`src/b2da_pkg.sv`:
```
package b2da_pkg;

  // Default operand width and input beat width
  localparam int unsigned VALUE_WIDTH_DEF = 32;

  // Binary bits consumed by one double-dabble stage
  localparam int unsigned BITS_PER_STAGE = 4;

  localparam int unsigned DIGIT_W = 4;
  localparam int unsigned CHAR_W  = 8;

  localparam logic [CHAR_W-1:0]  CHAR_MINUS   = 8'h2d;
  // '0'..'9' are 0x30 | digit
  localparam logic [DIGIT_W-1:0] CHAR_ZERO_HI = 4'h3;

  localparam logic [DIGIT_W-1:0] DABBLE_LIMIT  = 4'd5;
  localparam logic [DIGIT_W-1:0] DABBLE_ADJUST = 4'd3;

endpackage

```
`src/b2da_mag.sv`:
```
module b2da_mag import b2da_pkg::*; #(
  parameter int unsigned VALUE_WIDTH = VALUE_WIDTH_DEF,
  parameter int unsigned PAD_W       = VALUE_WIDTH
) (
  input  logic                   clk_i,
  input  logic                   rst_ni,
  input  logic                   valid_i,
  output logic                   ready_o,
  input  logic [VALUE_WIDTH-1:0] value_i,
  input  logic                   signed_mode_i,
  output logic                   valid_o,
  input  logic                   ready_i,
  output logic                   neg_o,
  output logic [PAD_W-1:0]       mag_o
);

  logic                   valid_q;
  logic                   neg_q, neg_d;
  logic [PAD_W-1:0]       mag_q, mag_d;
  logic [VALUE_WIDTH-1:0] abs_c;

  assign ready_o = !valid_q || ready_i;

  always_comb begin
    neg_d = signed_mode_i && value_i[VALUE_WIDTH-1];
    // most negative value wraps to 2^(W-1), which is right when read unsigned
    abs_c = neg_d ? (~value_i + VALUE_WIDTH'(1)) : value_i;
    mag_d = PAD_W'(abs_c);
  end

  always_ff @(posedge clk_i or negedge rst_ni) begin
    if (!rst_ni) begin
      valid_q <= 1'b0;
    end else if (ready_o) begin
      valid_q <= valid_i;
    end
  end

  always_ff @(posedge clk_i) begin
    if (ready_o && valid_i) begin
      neg_q <= neg_d;
      mag_q <= mag_d;
    end
  end

  assign valid_o = valid_q;
  assign neg_o   = neg_q;
  assign mag_o   = mag_q;

endmodule

```
`src/b2da_dabble.sv`:
```
module b2da_dabble import b2da_pkg::*; #(
  parameter int unsigned BIN_W = 32,
  parameter int unsigned BCD_W = 40
) (
  input  logic             clk_i,
  input  logic             rst_ni,
  input  logic             valid_i,
  output logic             ready_o,
  input  logic             neg_i,
  input  logic [BCD_W-1:0] bcd_i,
  input  logic [BIN_W-1:0] bin_i,
  output logic             valid_o,
  input  logic             ready_i,
  output logic             neg_o,
  output logic [BCD_W-1:0] bcd_o,
  output logic [BIN_W-1:0] bin_o
);

  localparam int unsigned NumDigits = BCD_W / DIGIT_W;

  logic             valid_q;
  logic             neg_q;
  logic [BCD_W-1:0] bcd_q, bcd_d;
  logic [BIN_W-1:0] bin_q, bin_d;

  assign ready_o = !valid_q || ready_i;

  // shift-add-3, BITS_PER_STAGE bits per stage
  always_comb begin
    bcd_d = bcd_i;
    bin_d = bin_i;
    for (int s = 0; s < BITS_PER_STAGE; s++) begin
      for (int d = 0; d < NumDigits; d++) begin
        if (bcd_d[d*DIGIT_W +: DIGIT_W] >= DABBLE_LIMIT) begin
          bcd_d[d*DIGIT_W +: DIGIT_W] = bcd_d[d*DIGIT_W +: DIGIT_W] + DABBLE_ADJUST;
        end
      end
      bcd_d = {bcd_d[BCD_W-2:0], bin_d[BIN_W-1]};
      bin_d = {bin_d[BIN_W-2:0], 1'b0};
    end
  end

  always_ff @(posedge clk_i or negedge rst_ni) begin
    if (!rst_ni) begin
      valid_q <= 1'b0;
    end else if (ready_o) begin
      valid_q <= valid_i;
    end
  end

  always_ff @(posedge clk_i) begin
    if (ready_o && valid_i) begin
      neg_q <= neg_i;
      bcd_q <= bcd_d;
      bin_q <= bin_d;
    end
  end

  assign valid_o = valid_q;
  assign neg_o   = neg_q;
  assign bcd_o   = bcd_q;
  assign bin_o   = bin_q;

endmodule

```
`src/b2da_align.sv`:
```
module b2da_align import b2da_pkg::*; #(
  parameter int unsigned NUM_DIGITS = 10,
  parameter int unsigned CNT_W      = 4
) (
  input  logic                          clk_i,
  input  logic                          rst_ni,
  input  logic                          valid_i,
  output logic                          ready_o,
  input  logic                          neg_i,
  input  logic [NUM_DIGITS*DIGIT_W-1:0] bcd_i,
  output logic                          valid_o,
  input  logic                          ready_i,
  output logic                          neg_o,
  output logic [NUM_DIGITS*DIGIT_W-1:0] bcd_o,
  output logic [CNT_W-1:0]              cnt_o
);

  localparam int unsigned BcdW = NUM_DIGITS * DIGIT_W;

  logic             valid_q;
  logic             neg_q;
  logic [BcdW-1:0]  bcd_q, bcd_d;
  logic [CNT_W-1:0] cnt_q, cnt_d;
  logic [CNT_W-1:0] shamt_c;

  assign ready_o = !valid_q || ready_i;

  // digit count without leading zeros (zero keeps one digit), then left-justify
  always_comb begin
    cnt_d = CNT_W'(1);
    for (int d = 1; d < NUM_DIGITS; d++) begin
      if (bcd_i[d*DIGIT_W +: DIGIT_W] != '0) begin
        cnt_d = CNT_W'(d + 1);
      end
    end
    shamt_c = CNT_W'(NUM_DIGITS) - cnt_d;
    bcd_d   = bcd_i << {shamt_c, 2'b00};
  end

  always_ff @(posedge clk_i or negedge rst_ni) begin
    if (!rst_ni) begin
      valid_q <= 1'b0;
    end else if (ready_o) begin
      valid_q <= valid_i;
    end
  end

  always_ff @(posedge clk_i) begin
    if (ready_o && valid_i) begin
      neg_q <= neg_i;
      bcd_q <= bcd_d;
      cnt_q <= cnt_d;
    end
  end

  assign valid_o = valid_q;
  assign neg_o   = neg_q;
  assign bcd_o   = bcd_q;
  assign cnt_o   = cnt_q;

endmodule

```
`src/b2da_serial.sv`:
```
module b2da_serial import b2da_pkg::*; #(
  parameter int unsigned NUM_DIGITS = 10,
  parameter int unsigned CNT_W      = 4
) (
  input  logic                          clk_i,
  input  logic                          rst_ni,
  input  logic                          valid_i,
  output logic                          ready_o,
  input  logic                          neg_i,
  input  logic [NUM_DIGITS*DIGIT_W-1:0] bcd_i,
  input  logic [CNT_W-1:0]              cnt_i,
  output logic                          valid_o,
  input  logic                          ready_i,
  output logic [CHAR_W-1:0]             char_o,
  output logic                          last_o
);

  localparam int unsigned BcdW = NUM_DIGITS * DIGIT_W;

  logic             valid_q;
  logic             sgn_q;
  logic [BcdW-1:0]  sh_q;
  logic [CNT_W-1:0] cnt_q;
  logic             beat;

  assign beat    = valid_q && ready_i;
  // next number loads in the cycle its predecessor's last beat leaves
  assign ready_o = !valid_q || (ready_i && last_o);

  always_ff @(posedge clk_i or negedge rst_ni) begin
    if (!rst_ni) begin
      valid_q <= 1'b0;
    end else if (ready_o) begin
      valid_q <= valid_i;
    end
  end

  always_ff @(posedge clk_i) begin
    if (ready_o && valid_i) begin
      sgn_q <= neg_i;
      sh_q  <= bcd_i;
      cnt_q <= cnt_i;
    end else if (beat) begin
      if (sgn_q) begin
        sgn_q <= 1'b0;
      end else begin
        sh_q  <= sh_q << DIGIT_W;
        cnt_q <= cnt_q - CNT_W'(1);
      end
    end
  end

  assign valid_o = valid_q;
  assign char_o  = sgn_q ? CHAR_MINUS : {CHAR_ZERO_HI, sh_q[BcdW-1 -: DIGIT_W]};
  assign last_o  = !sgn_q && (cnt_q == CNT_W'(1));

endmodule

```
`src/binary_to_decimal_ascii_unit.sv`:
```
// Channel  | Dir | tdata                          | tuser        | tlast
// s_axis   | in  | value [VALUE_WIDTH-1:0], pad   | signed_mode  | -
// m_axis   | out | character [7:0]                | -            | last
//
// Pipeline: magnitude stage, ceil(VALUE_WIDTH/4) double-dabble stages, align
// stage, then the character serializer. The serializer sends one character a
// cycle while m_axis_tready is high; a number is 1 to 11 characters (digits
// plus minus sign) at VALUE_WIDTH = 32.
// Reset clears all stage valid bits. Backpressure runs stage by stage through
// per-stage ready; nothing is dropped or repeated under stalls.
module binary_to_decimal_ascii_unit import b2da_pkg::*; #(
  parameter int unsigned VALUE_WIDTH = VALUE_WIDTH_DEF
) (
  input  logic                            clk_i,
  input  logic                            rst_ni,
  input  logic                            s_axis_tvalid,
  output logic                            s_axis_tready,
  input  logic [((VALUE_WIDTH+7)/8)*8-1:0] s_axis_tdata, // value
  input  logic                            s_axis_tuser,  // signed_mode
  output logic                            m_axis_tvalid,
  input  logic                            m_axis_tready,
  output logic [CHAR_W-1:0]               m_axis_tdata,  // character
  output logic                            m_axis_tlast   // last
);

  localparam int unsigned NumStages = (VALUE_WIDTH + BITS_PER_STAGE - 1) / BITS_PER_STAGE;
  localparam int unsigned PadW      = NumStages * BITS_PER_STAGE;
  localparam int unsigned NumDigits = (VALUE_WIDTH * 30103) / 100000 + 1;
  localparam int unsigned BcdW      = NumDigits * DIGIT_W;
  localparam int unsigned CntW      = $clog2(NumDigits + 1);

  logic [NumStages:0] stg_valid;
  logic [NumStages:0] stg_ready;
  logic [NumStages:0] stg_neg;
  logic [BcdW-1:0]    stg_bcd [NumStages+1];
  logic [PadW-1:0]    stg_bin [NumStages+1];

  logic             aln_valid, aln_ready, aln_neg;
  logic [BcdW-1:0]  aln_bcd;
  logic [CntW-1:0]  aln_cnt;

  b2da_mag #(
    .VALUE_WIDTH(VALUE_WIDTH),
    .PAD_W      (PadW)
  ) u_mag (
    .clk_i        (clk_i),
    .rst_ni       (rst_ni),
    .valid_i      (s_axis_tvalid),
    .ready_o      (s_axis_tready),
    .value_i      (s_axis_tdata[VALUE_WIDTH-1:0]),
    .signed_mode_i(s_axis_tuser),
    .valid_o      (stg_valid[0]),
    .ready_i      (stg_ready[0]),
    .neg_o        (stg_neg[0]),
    .mag_o        (stg_bin[0])
  );

  assign stg_bcd[0] = '0;

  for (genvar g = 0; g < NumStages; g++) begin : g_dabble
    b2da_dabble #(
      .BIN_W(PadW),
      .BCD_W(BcdW)
    ) u_dabble (
      .clk_i  (clk_i),
      .rst_ni (rst_ni),
      .valid_i(stg_valid[g]),
      .ready_o(stg_ready[g]),
      .neg_i  (stg_neg[g]),
      .bcd_i  (stg_bcd[g]),
      .bin_i  (stg_bin[g]),
      .valid_o(stg_valid[g+1]),
      .ready_i(stg_ready[g+1]),
      .neg_o  (stg_neg[g+1]),
      .bcd_o  (stg_bcd[g+1]),
      .bin_o  (stg_bin[g+1])
    );
  end

  b2da_align #(
    .NUM_DIGITS(NumDigits),
    .CNT_W     (CntW)
  ) u_align (
    .clk_i  (clk_i),
    .rst_ni (rst_ni),
    .valid_i(stg_valid[NumStages]),
    .ready_o(stg_ready[NumStages]),
    .neg_i  (stg_neg[NumStages]),
    .bcd_i  (stg_bcd[NumStages]),
    .valid_o(aln_valid),
    .ready_i(aln_ready),
    .neg_o  (aln_neg),
    .bcd_o  (aln_bcd),
    .cnt_o  (aln_cnt)
  );

  b2da_serial #(
    .NUM_DIGITS(NumDigits),
    .CNT_W     (CntW)
  ) u_serial (
    .clk_i  (clk_i),
    .rst_ni (rst_ni),
    .valid_i(aln_valid),
    .ready_o(aln_ready),
    .neg_i  (aln_neg),
    .bcd_i  (aln_bcd),
    .cnt_i  (aln_cnt),
    .valid_o(m_axis_tvalid),
    .ready_i(m_axis_tready),
    .char_o (m_axis_tdata),
    .last_o (m_axis_tlast)
  );

endmodule

```
`config.mk`:
```
export PLATFORM = sky130hd
export DESIGN_NAME = binary_to_decimal_ascii_unit
export DESIGN_NICKNAME = d
export VERILOG_FILES = /design/src/b2da_pkg.sv /design/src/b2da_mag.sv /design/src/b2da_dabble.sv /design/src/b2da_align.sv /design/src/b2da_serial.sv /design/src/binary_to_decimal_ascii_unit.sv
export SDC_FILE = /design/constraint.sdc
export NUM_CORES = 1
export LEC_CHECK = 0
export BUFFER_PORTS_ARGS = -buffer_cell sky130_fd_sc_hd__buf_2
export CORE_MARGIN = 1.5
export CORE_UTILIZATION = 65
export CTS_BUF_LIST = sky130_fd_sc_hd__clkbuf_4 sky130_fd_sc_hd__clkbuf_8 sky130_fd_sc_hd__clkbuf_16
export DETAILED_ROUTE_END_ITERATION = 10
export GPL_ROUTABILITY_DRIVEN = 0
export PLACE_DENSITY = 0.84
export SLEW_MARGIN = 15
export SYNTH_ARGS = -nofsm -noshare
export SYNTH_HDL_FRONTEND = slang
export SYNTH_SLANG_ARGS = --single-unit
```
`constraint.sdc`:
```
create_clock -name clk_i -period 6.59 [get_ports clk_i]
set_input_delay 0.659 -clock clk_i [delete_from_list [all_inputs] [get_ports clk_i]]
set_output_delay 0.659 -clock clk_i [all_outputs]
set_load 0.01 [all_outputs]
```
# Word-level counts from Yosys, hierarchy flattened
# Cells that the tools add are included.
# classes
add_sub_neg	268
magnitude_cmp	265
n_eq_ne	2
shift	1
mux	284
bitwise	1
reduce_logical	49
# ops
cell	n
$ge A4 B3 Y1 const B	255
$mux W4	252
$add A4 B2 Y4 const B	234
$mux W40	3
$mux W3	22
$add A3 B2 Y3 const B	21
$shl A40 B6 Y40	1
$reduce_bool A4 Y1	9
$add A32 B1 Y32 const B	1
$mux W32	1
$not A32 Y32	1
$add A1 B2 Y3 const B	8
$ge A1 B3 Y1 const B	8
$logic_and A1 B1 Y1	15
$logic_not A1 Y1	12
$logic_or A1 B1 Y1	11
$add A1 B2 Y3 const AB	2
$ge A1 B3 Y1 const AB	2
$mux W5	1
$eq A4 B1 Y1 const B	1
$mux W1	4
$sub A4 B1 Y4 const B	1
$sub A4 B4 Y4 const A	1
$mux W2	1
3 further kinds	3
# totals
regBits	534
output_inout_bits	11
elab_cells	914

# Logic depth before layout (Yosys ltp)
# Gate-level depths: netlist (run 1).
# depth
ltp_word	15
mapped_depth	19

# Modules after synthesis
# Synthesis (run 1) repeated with hierarchy kept, for this count alone.
# hier_totals
hier_cells	7455
hier_area_um2	65340.2
# modules_own_cells
mod	n_inst	cells_each	area_per_inst_um2
b2da_dabble	8	862	7263.2
b2da_align	1	294	3206.8
b2da_serial	1	124	2270.9
b2da_mag	1	140	1752.9
binary_to_decimal_ascii_unit	1	1	3.8

# Worst setup path after synthesis (run 1)
# No wires, ideal clock.
# synth_timing
path_kind	register to register
start	reg u_serial.cnt_q[1]
end	reg u_serial.cnt_q[0] (enable)
setup_ns	0.513
arrival_time_ns	5.123
path_slack_ns	0.954
stages_incl_launch_ff	9
n_path_buf	2
synth_period_minus_slack_ns	5.636
cell_sequence	edfxtp_1 inv_1 ha_1 nor4b_1 a21boi_0 nand2b_1 clkbuf_1 buf_1 a21boi_0
# synth_between
elab_chain_len	7
word_cells_on_any_way	8
cone_classes	eq/ne: 2; reduce/logical: 6
# synth_lines
item	line_no	rtl
start, declared	b2da_serial.sv:23	logic [CNT_W-1:0] cnt_q;
start signal, assigned	b2da_serial.sv:42	cnt_q <= cnt_i;
start signal, assigned	b2da_serial.sv:48	cnt_q <= cnt_q - CNT_W'(1);
$eq A4 B1 Y1 (*)	b2da_serial.sv:55	assign last_o = !sgn_q && (cnt_q == CNT_W'(1));
$logic_and A1 B1 Y1 (*)	b2da_serial.sv:55	
via m_axis_tlast	binary_to_decimal_ascii_unit.sv:23	output logic m_axis_tlast
$logic_and A1 B1 Y1 (*)	b2da_serial.sv:28	assign ready_o = !valid_q || (ready_i && last_o);
$logic_or A1 B1 Y1 (*)	b2da_serial.sv:28	
$logic_and A1 B1 Y1 (*)	b2da_serial.sv:39	if (ready_o && valid_i) begin
$ne A2 B2 Y1 (no source line) or $reduce_bool A2 Y1 (tied branches)	--	
$reduce_and A2 Y1 (no source line) (*)	--	
# Mark *: on every way through the listed nets, which the timed path passes. The rest lies on a longest branch.
# A chain may end at the register's enable or synchronous reset.

# Final worst setup path (run 1)
# layout_timing
start	reg g_dabble[7].u_dabble.bcd_q[25]
end	reg u_align.bcd_q[36], in the netlist u_align.bcd_o[36], data pin
# layout_between
elab_chain_len	7
# layout_lines
item	line_no	rtl
start, declared	b2da_dabble.sv:23	logic [BCD_W-1:0] bcd_q, bcd_d;
start signal, assigned	b2da_dabble.sv:54	bcd_q <= bcd_d;
$reduce_bool A4 Y1	b2da_align.sv:32	if (bcd_i[d*DIGIT_W +: DIGIT_W] != '0) begin
$mux W4 (4 in a row)	b2da_align.sv:32	
via u_align.cnt_d[1]	b2da_align.sv:23	logic [CNT_W-1:0] cnt_q, cnt_d;
$sub A4 B4 Y4	b2da_align.sv:36	shamt_c = CNT_W'(NUM_DIGITS) - cnt_d;
$shl A40 B6 Y40	b2da_align.sv:37	bcd_d = bcd_i << {shamt_c, 2'b00};
via u_align.bcd_d[36]	b2da_align.sv:22	logic [BcdW-1:0] bcd_q, bcd_d;
end signal, assigned	b2da_align.sv:51	bcd_q <= bcd_d;
end, declared	b2da_align.sv:22	
# The timed path passes the listed nets, and every way through them passes these cells.

==> run summary, run 1 <==
Power Density - 179 nW/µm²
H-tree levels - 2
Reg2reg end - u_align.bcd_o[36]$_DFFE_PP_
DRT iter0 DRCs - 1742
Initial antenna violation count - 0
Initial core utilization - 0.655
Netlist cell types - 121
Layout cells sized above 1 - 0.113
Layout Skew - 0.0324 ns
Post-CTS sizing - 0
Core box area - 51200 µm²
RSZ-0062 raised after global routing - false
# clock sinks - 439
Post-synthesis sequential area ratio - 0.391
Slew Viols, Final - 0
Most common cell after layout, fill and taps aside - edfxtp_1
Worst-path fanout max - 35
Clock transition at the registers of the reported paths - 0.06 ns
DRT Pass-1 Iters - 5
Die height - 230 µm
Post-Synthesis Cell Area - 33500 µm²
Pint - 4910 µW
Kind of critical path - reg -> reg
First-pass GRT wire length - 108000 µm
Setup violations, final - 0
Yosys reg bits - 439
Tot GR Track Use - 0.236
Most frequent cells in the layout - edfxtp_1, nand2_1, nor2_1, o21ai_0, a21oi_1
Routed WL - 63300 µm
Buffers on Ports - 44
Mapped Cells - 3538
N_diodes - 0
DR WL/cell - 14.9 µm
Net count, final - 3726
Cell Rows - 83
Total number of vias - 26200
Antenna Violating Nets Remaining - 0
Die footprint - 53000 µm²
Yosys top cell area share - 0.383
Tot Pwr - 6410 µW
Slew HR - 0.286
EDFF count, synth - 428
# IOs - 48
CTS Buf Count - 47
Worst Hold Depth - 2
Max Cap Viol - 0
CTS tree - done
Cell taking the most area after synthesis - edfxtp_1
Ys flop type - edfxtp_1
Sw Ratio - 0.235
Vias per cell - 6.15
Crit path launch - g_dabble[7].u_dabble.bcd_o[25]$_DFFE_PP_
Pin count of the biggest net entering global routing - 51
Worst hold path endpoint - u_mag.valid_o$_DFFE_PN0N_
Design Area, Final - 35800 µm²
Peak VDD IR - 0.214 mV
Dpl cell area - 34300 µm²
Flop-to-flop setup slack - 1.96 ns
Min cycle time layout - 4.63 ns
WP data required - 6.94 ns
CTS root buffer - clkbuf_16
Ys async rst share - 0.0251
Comb power frac - 0.099
Cell depth of the worst flop-to-flop path - 8
Critical path startpoint category - flip-flop
Final Util - 0.700
CTS max path bufs - 3
Hold crit path type - in -> reg
Syn Area/Cell - 9.48 µm²
Crit end category - flip-flop
# DRC - 0
Congestion Overflow GR - 0
Max stage delay on crit path - 1.08 ns
Fillers - 3753
Sequential share of power - 0.489
DP Worst Slack - 2.09 ns
Synth warnings - 0
Crit-path slowest cell - clkinv_1
Chip width - 230 µm
Reg-to-Reg Start - g_dabble[7].u_dabble.bcd_o[25]$_DFFE_PP_
Detailed placement HPWL - 45300 µm
Latest clock arrival within the worst-skew pair - 0.62 ns
Area Growth Syn to Fin - 6.81%
Static Leak - 0.0136 µW
CP Data Arrival Time - 4.99 ns
Synth area leaders - edfxtp_1, ha_1, o21ai_0
Post-route setup TNS - 0 ns
Clock power frac - 0.412
Hold Fails Final Rpt - 0
Status - complete, no violations
CP cell instances - or4_1, nand2b_1, nor2_1, o21ai_0, ha_1, clkinv_1, mux2i_1, a221o_1
Switch Pwr - 1510 µW
Hold path start - s_axis_tvalid
Period utilization - 0.703
Number of global-route vias before repair - 24100
Setup ws final - 1.96 ns
Worst-margin pin slew - 1.07 ns
Fmax - 0.216 GHz
[per-layer routing]
metal | part of all wire | GRT usage | vias to the layer above
li1 | - | - | 13300
met5 | 0 | 0 | -
met3 | 0.045 | 0.0314 | 135
met2 | 0.48 | 0.412 | 559
met4 | 0.025 | 0.0715 | 0
met1 | 0.45 | 0.306 | 12200
[power by group through the flow]
stage          Sequential, µW  Combinational (µW)  Clock, µW
6_report                 3140                 635       2640
3_5_place_dp             3200                 625          0
3_3_place_gp             3190                 603          0
5_1_grt                  3140                 714       2800
4_1_cts                  3140                 632       2700
2_1_floorplan            3180                 515          0
[how the worst max path moves through the flow]
stage                                      to
5_1_grt        u_align.bcd_o[3]$_SDFFCE_PP0P_
3_3_place_gp      u_align.bcd_o[38]$_DFFE_PP_
6_report          u_align.bcd_o[36]$_DFFE_PP_
4_1_cts           u_align.bcd_o[36]$_DFFE_PP_
2_1_floorplan     u_serial.cnt_q[0]$_DFFE_PP_
3_5_place_dp      u_align.bcd_o[38]$_DFFE_PP_
[synth_stat cells, types with 27 or more instances]
| library cell | instances |
|---|---|
| xor2_1 | 35 |
| clkbuf_1 | 64 |
| o21a_1 | 32 |
| nor3_1 | 65 |
| and2_1 | 36 |
| xnor2_1 | 108 |
| edfxtp_1 | 428 |
| o21ai_0 | 265 |
| inv_1 | 205 |
| a211oi_1 | 68 |
| o211ai_1 | 34 |
| a21o_1 | 52 |
| o31ai_1 | 28 |
| nand3_1 | 47 |
| a21oi_1 | 234 |
| o22ai_1 | 29 |
| a31oi_1 | 52 |
| nor2b_1 | 56 |
| mux2_2 | 83 |
| mux2i_1 | 95 |
| o21ai_1 | 75 |
| or2_2 | 27 |
| nor2_1 | 285 |
| nand2_1 | 305 |
| a22o_1 | 29 |
| nor3b_1 | 28 |
| or3_1 | 28 |
| nand2b_1 | 78 |
| ha_1 | 152 |
[per-stage QoR]
| stage | hold WS [ns] | instances |
|---|---|---|
| global route | 0.248 | 4254 |
| CTS | 0.224 | 4254 |
| detailed placement | 0.405 | 4167 |
| finish | 0.250 | 4254 |
| floorplan | 0.363 | 3539 |
| global placement | 0.401 | 4167 |
[repair_timing]
action,4_1_cts,5_1_grt
hold buffers,1,0
setup buffers,0,0
endpoints found under the setup margin,0,0
endpoints found under the hold margin,11,0
[final cells by class]
cell class	count	area [µm²]	area share
clock buffer	61	1310	0.0364
clock inverter	25	251	0.00702
inverter	214	803	0.0224
multi-input combinational	2781	19200	0.536
sequential	439	13100	0.366
tap	680	851	0.0237
timing repair buffer	54	298	0.00831
[flip-flops by register name, summed over array words and instances (netlist names)]
name                       cells
g_dabble.u_dabble.bcd_o      185
g_dabble.u_dabble.bin_o      112
u_align.bcd_o                 40
u_serial.sh_q                 40
u_mag.mag_o                   32
g_dabble.u_dabble.neg_o        8
g_dabble.u_dabble.valid_o      8
u_align.cnt_o                  4
u_serial.cnt_q                 4
u_align.neg_o                  1
u_align.valid_o                1
u_mag.neg_o                    1
u_mag.valid_o                  1
u_serial.sgn_q                 1
u_serial.valid_o               1
[cell families after synthesis]
| group | Yosys count | share of synthesized area |
|---|---|---|
| buffers and inverters | 319 | 0.0382 |
| flip-flops | 439 | 0.391 |
| multiplexers | 199 | 0.0650 |
| XOR/XNOR | 171 | 0.0519 |
| AND/OR/NAND/NOR | 1058 | 0.154 |
| other | 2 | 0.000224 |
| adder cells (fa/ha/maj) | 152 | 0.0567 |
| AO/OA/AOI/OAI | 1198 | 0.243 |
[worst max-delay path: cells and delay by family (launching register included)]
kind	cells	cell delay (ns)
AOI/OAI and AO/OA	2	0.56
adders and majority gates	1	0.98
buffers and inverters	1	1.08
DFF	1	0.40
muxes	1	0.34
and+or+nand+nor	3	1.03
Power figures use the tool's default switching activity.
==> inputs of run 2 (changes only) <==
==> constraint.sdc (replaced) <==
create_clock -name clk_i -period 4.7 [get_ports clk_i]
set_input_delay 0.47 -clock clk_i [delete_from_list [all_inputs] [get_ports clk_i]]
set_output_delay 0.47 -clock clk_i [all_outputs]
set_load 0.01 [all_outputs]
==> run summary, run 2 (synthesis results as in run 1) <==
H-tree levels - 2 (unchanged)
Total number of vias - 26000 (was 26200)
Fillers - 3825 (was 3753)
Min cycle time layout - 4.09 ns (was 4.63 ns)
Hold path start - s_axis_tvalid (unchanged)
Latest clock arrival within the worst-skew pair - 0.59 ns (was 0.62 ns)
Worst-path fanout max - 6 (was 35)
Net count, final - 3732 (was 3726)
Period utilization - 0.871 (was 0.703)
Reg-to-Reg Start - g_dabble[4].u_dabble.bcd_o[12]$_DFFE_PP_ (was g_dabble[7].u_dabble.bcd_o[25]$_DFFE_PP_)
Status - complete, no violations (unchanged)
CP Data Arrival Time - 4.51 ns (was 4.99 ns)
Cells after DPL - 4174 (was 4167)
RSZ-0062 raised after global routing - false (unchanged)
Hold WS - 0.0809 ns (was 0.250 ns)
Slew Viols, Final - 0 (unchanged)
Layout cells sized above 1 - 0.115 (was 0.113)
Post-CTS sizing - 0 (unchanged)
Die footprint - 53000 µm² (unchanged)
Number of global-route vias before repair - 23700 (was 24100)
Area Growth Syn to Fin - 6.82% (was 6.81%)
Static Leak - 0.0136 µW (about the same)
DRT iter0 DRCs - 1673 (was 1742)
Cell Rows - 83 (unchanged)
CTS max path bufs - 3 (unchanged)
DR WL/cell - 14.5 µm (was 14.9 µm)
Crit path top cell by count - inv_1
Core box area - 51200 µm² (unchanged)
Most frequent cells in the layout - edfxtp_1, nand2_1, nor2_1, o21ai_0, a21oi_1 (unchanged)
Post-route setup TNS - 0 ns (unchanged)
Initial core utilization - 0.655 (unchanged)
Crit end category - flip-flop (unchanged)
Crit path launch - g_dabble[4].u_dabble.bcd_o[12]$_DFFE_PP_ (was g_dabble[7].u_dabble.bcd_o[25]$_DFFE_PP_)
Worst-margin pin slew - 1.13 ns (was 1.07 ns)
# IOs - 48 (unchanged)
Hold Fails Final Rpt - 0 (unchanged)
Clock transition at the registers of the reported paths - 0.06 ns (about the same)
Kind of critical path - reg -> reg (unchanged)
Hold crit path type - in -> reg (unchanged)
Most common cell after layout, fill and taps aside - edfxtp_1 (unchanged)
Slew HR - 0.250 (was 0.286)
Initial antenna violation count - 0 (unchanged)
Non-filler cells, final - 4259 (was 4254)
CP cell instances - inv_1, ha_1, and2b_1, or3_1, and2_1, inv_1, ha_1, inv_1, a21o_1, a31oi_1, inv_1, ha_1, nor4b_1, a221oi_1, o32a_1, a211oi_1, o21ai_0, o31ai_1 (was or4_1, nand2b_1, nor2_1, o21ai_0, ha_1, clkinv_1, mux2i_1, a221o_1)
Antenna Violating Nets Remaining - 0 (unchanged)
Buffers on Ports - 44 (unchanged)
Routed WL - 61600 µm (was 63300 µm)
N_diodes - 0 (unchanged)
Power Density - 248 nW/µm² (was 179 nW/µm²)
Max stage delay on crit path - 0.44 ns (was 1.08 ns)
WP data required - 5.11 ns (was 6.94 ns)
FF+latch area - 13100 µm² (unchanged)
Max reg flops - 185 (unchanged)
Critical path startpoint category - flip-flop (unchanged)
Tot GR Track Use - 0.230 (was 0.236)
CTS Buf Count - 46 (was 47)
Crit-path slowest cell - edfxtp_1 (was clkinv_1)
DRT Pass-1 Iters - 5 (unchanged)
# DRC - 0 (unchanged)
Fmax - 0.244 GHz (was 0.216 GHz)
Detailed placement HPWL - 44300 µm (was 45300 µm)
CTS tree - done (unchanged)
Vias per cell - 6.09 (was 6.15)
Layout Skew - 0.0161 ns (was 0.0324 ns)
Pin count of the biggest net entering global routing - 46 (was 51)
Peak VDD IR - 0.318 mV (was 0.214 mV)
Die height - 230 µm (unchanged)
Dpl cell area - 34300 µm² (about the same)
Congestion Overflow GR - 0 (unchanged)
# clock sinks - 439 (unchanged)
Max Cap Viol - 0 (unchanged)
Area of the multi-input gates - 19200 µm² (unchanged)
Chip width - 230 µm (unchanged)
CTS root buffer - clkbuf_16 (unchanged)
First-pass GRT wire length - 106000 µm (was 108000 µm)
Setup violations, final - 0 (unchanged)
Tot Pwr - 8890 µW (was 6410 µW)
Design Area, Final - 35800 µm² (about the same)
[run 2: cell type report]
class	instances	area share
clock buffer	60	0.0356
sequential	439	0.366
timing repair buffer	61	0.00978
multi-input combinational	2781	0.536
tap	680	0.0237
inverter	214	0.0224
clock inverter	24	0.00649
[run 2: metrics by stage]
step / utilization / setup WS, ns
after floorplan: - / 0.224
after global placement: 0.670 / 0.816
after detailed placement: 0.670 / 0.672
after CTS: 0.700 / 0.655
after global routing: 0.700 / 0.168
final: 0.700 / 0.608
[run 2: repair_timing]
item,4_1_cts,5_1_grt
setup endpoints to repair,0,0
endpoints found under the hold margin,11,0
hold buffers,1,0
buffers inserted,0,0
[run 2: critical path, delay by kind of cell (launching register included)]
kind / cells / cell delay [ns]
and+or+nand+nor: 4 / 1.03
DFF: 1 / 0.44
buffers and inverters: 4 / 0.33
AOI/OAI and AO/OA: 7 / 1.43
adders and majority gates: 3 / 0.69
[run 2: final timing paths]
| check | to | slack, ns | depth (start not counted) |
|---|---|---|---|
| worst max-delay path | g_dabble[5].u_dabble.bcd_o[18]$_DFFE_PP_ | 0.61 | 18 |
| worst min-delay path | u_mag.valid_o$_DFFE_PN0N_ | 0.08 | 2 |
| worst max register to register | g_dabble[5].u_dabble.bcd_o[18]$_DFFE_PP_ | 0.61 | 18 |
| worst min register to register | g_dabble[0].u_dabble.bin_o[16]$_DFFE_PP_ | 0.41 | 0 |
| max in group asynchronous | u_serial.valid_o$_DFFE_PN0P_ | 4.17 | 2 |
| min in group asynchronous | g_dabble[0].u_dabble.valid_o$_DFFE_PN0P_ | 0.31 | 2 |
[run 2: layer usage]
metal,track usage,vias to the layer above,wire length (µm)
li1,-,13300,-
met1,0.304,12000,28100
met2,0.393,521,29500
met3,0.0304,97,2520
met4,0.0680,0,1370
met5,0,-,0
[run 2: where the power goes]
group          switching (µW)  internal (µW)  leakage, µW  total [µW]
combinational             510            379      0.00883         889
sequential               36.1           4360      0.00399        4400
clock                    1510           2090     0.000736        3600
total                    2060           6830       0.0136        8890
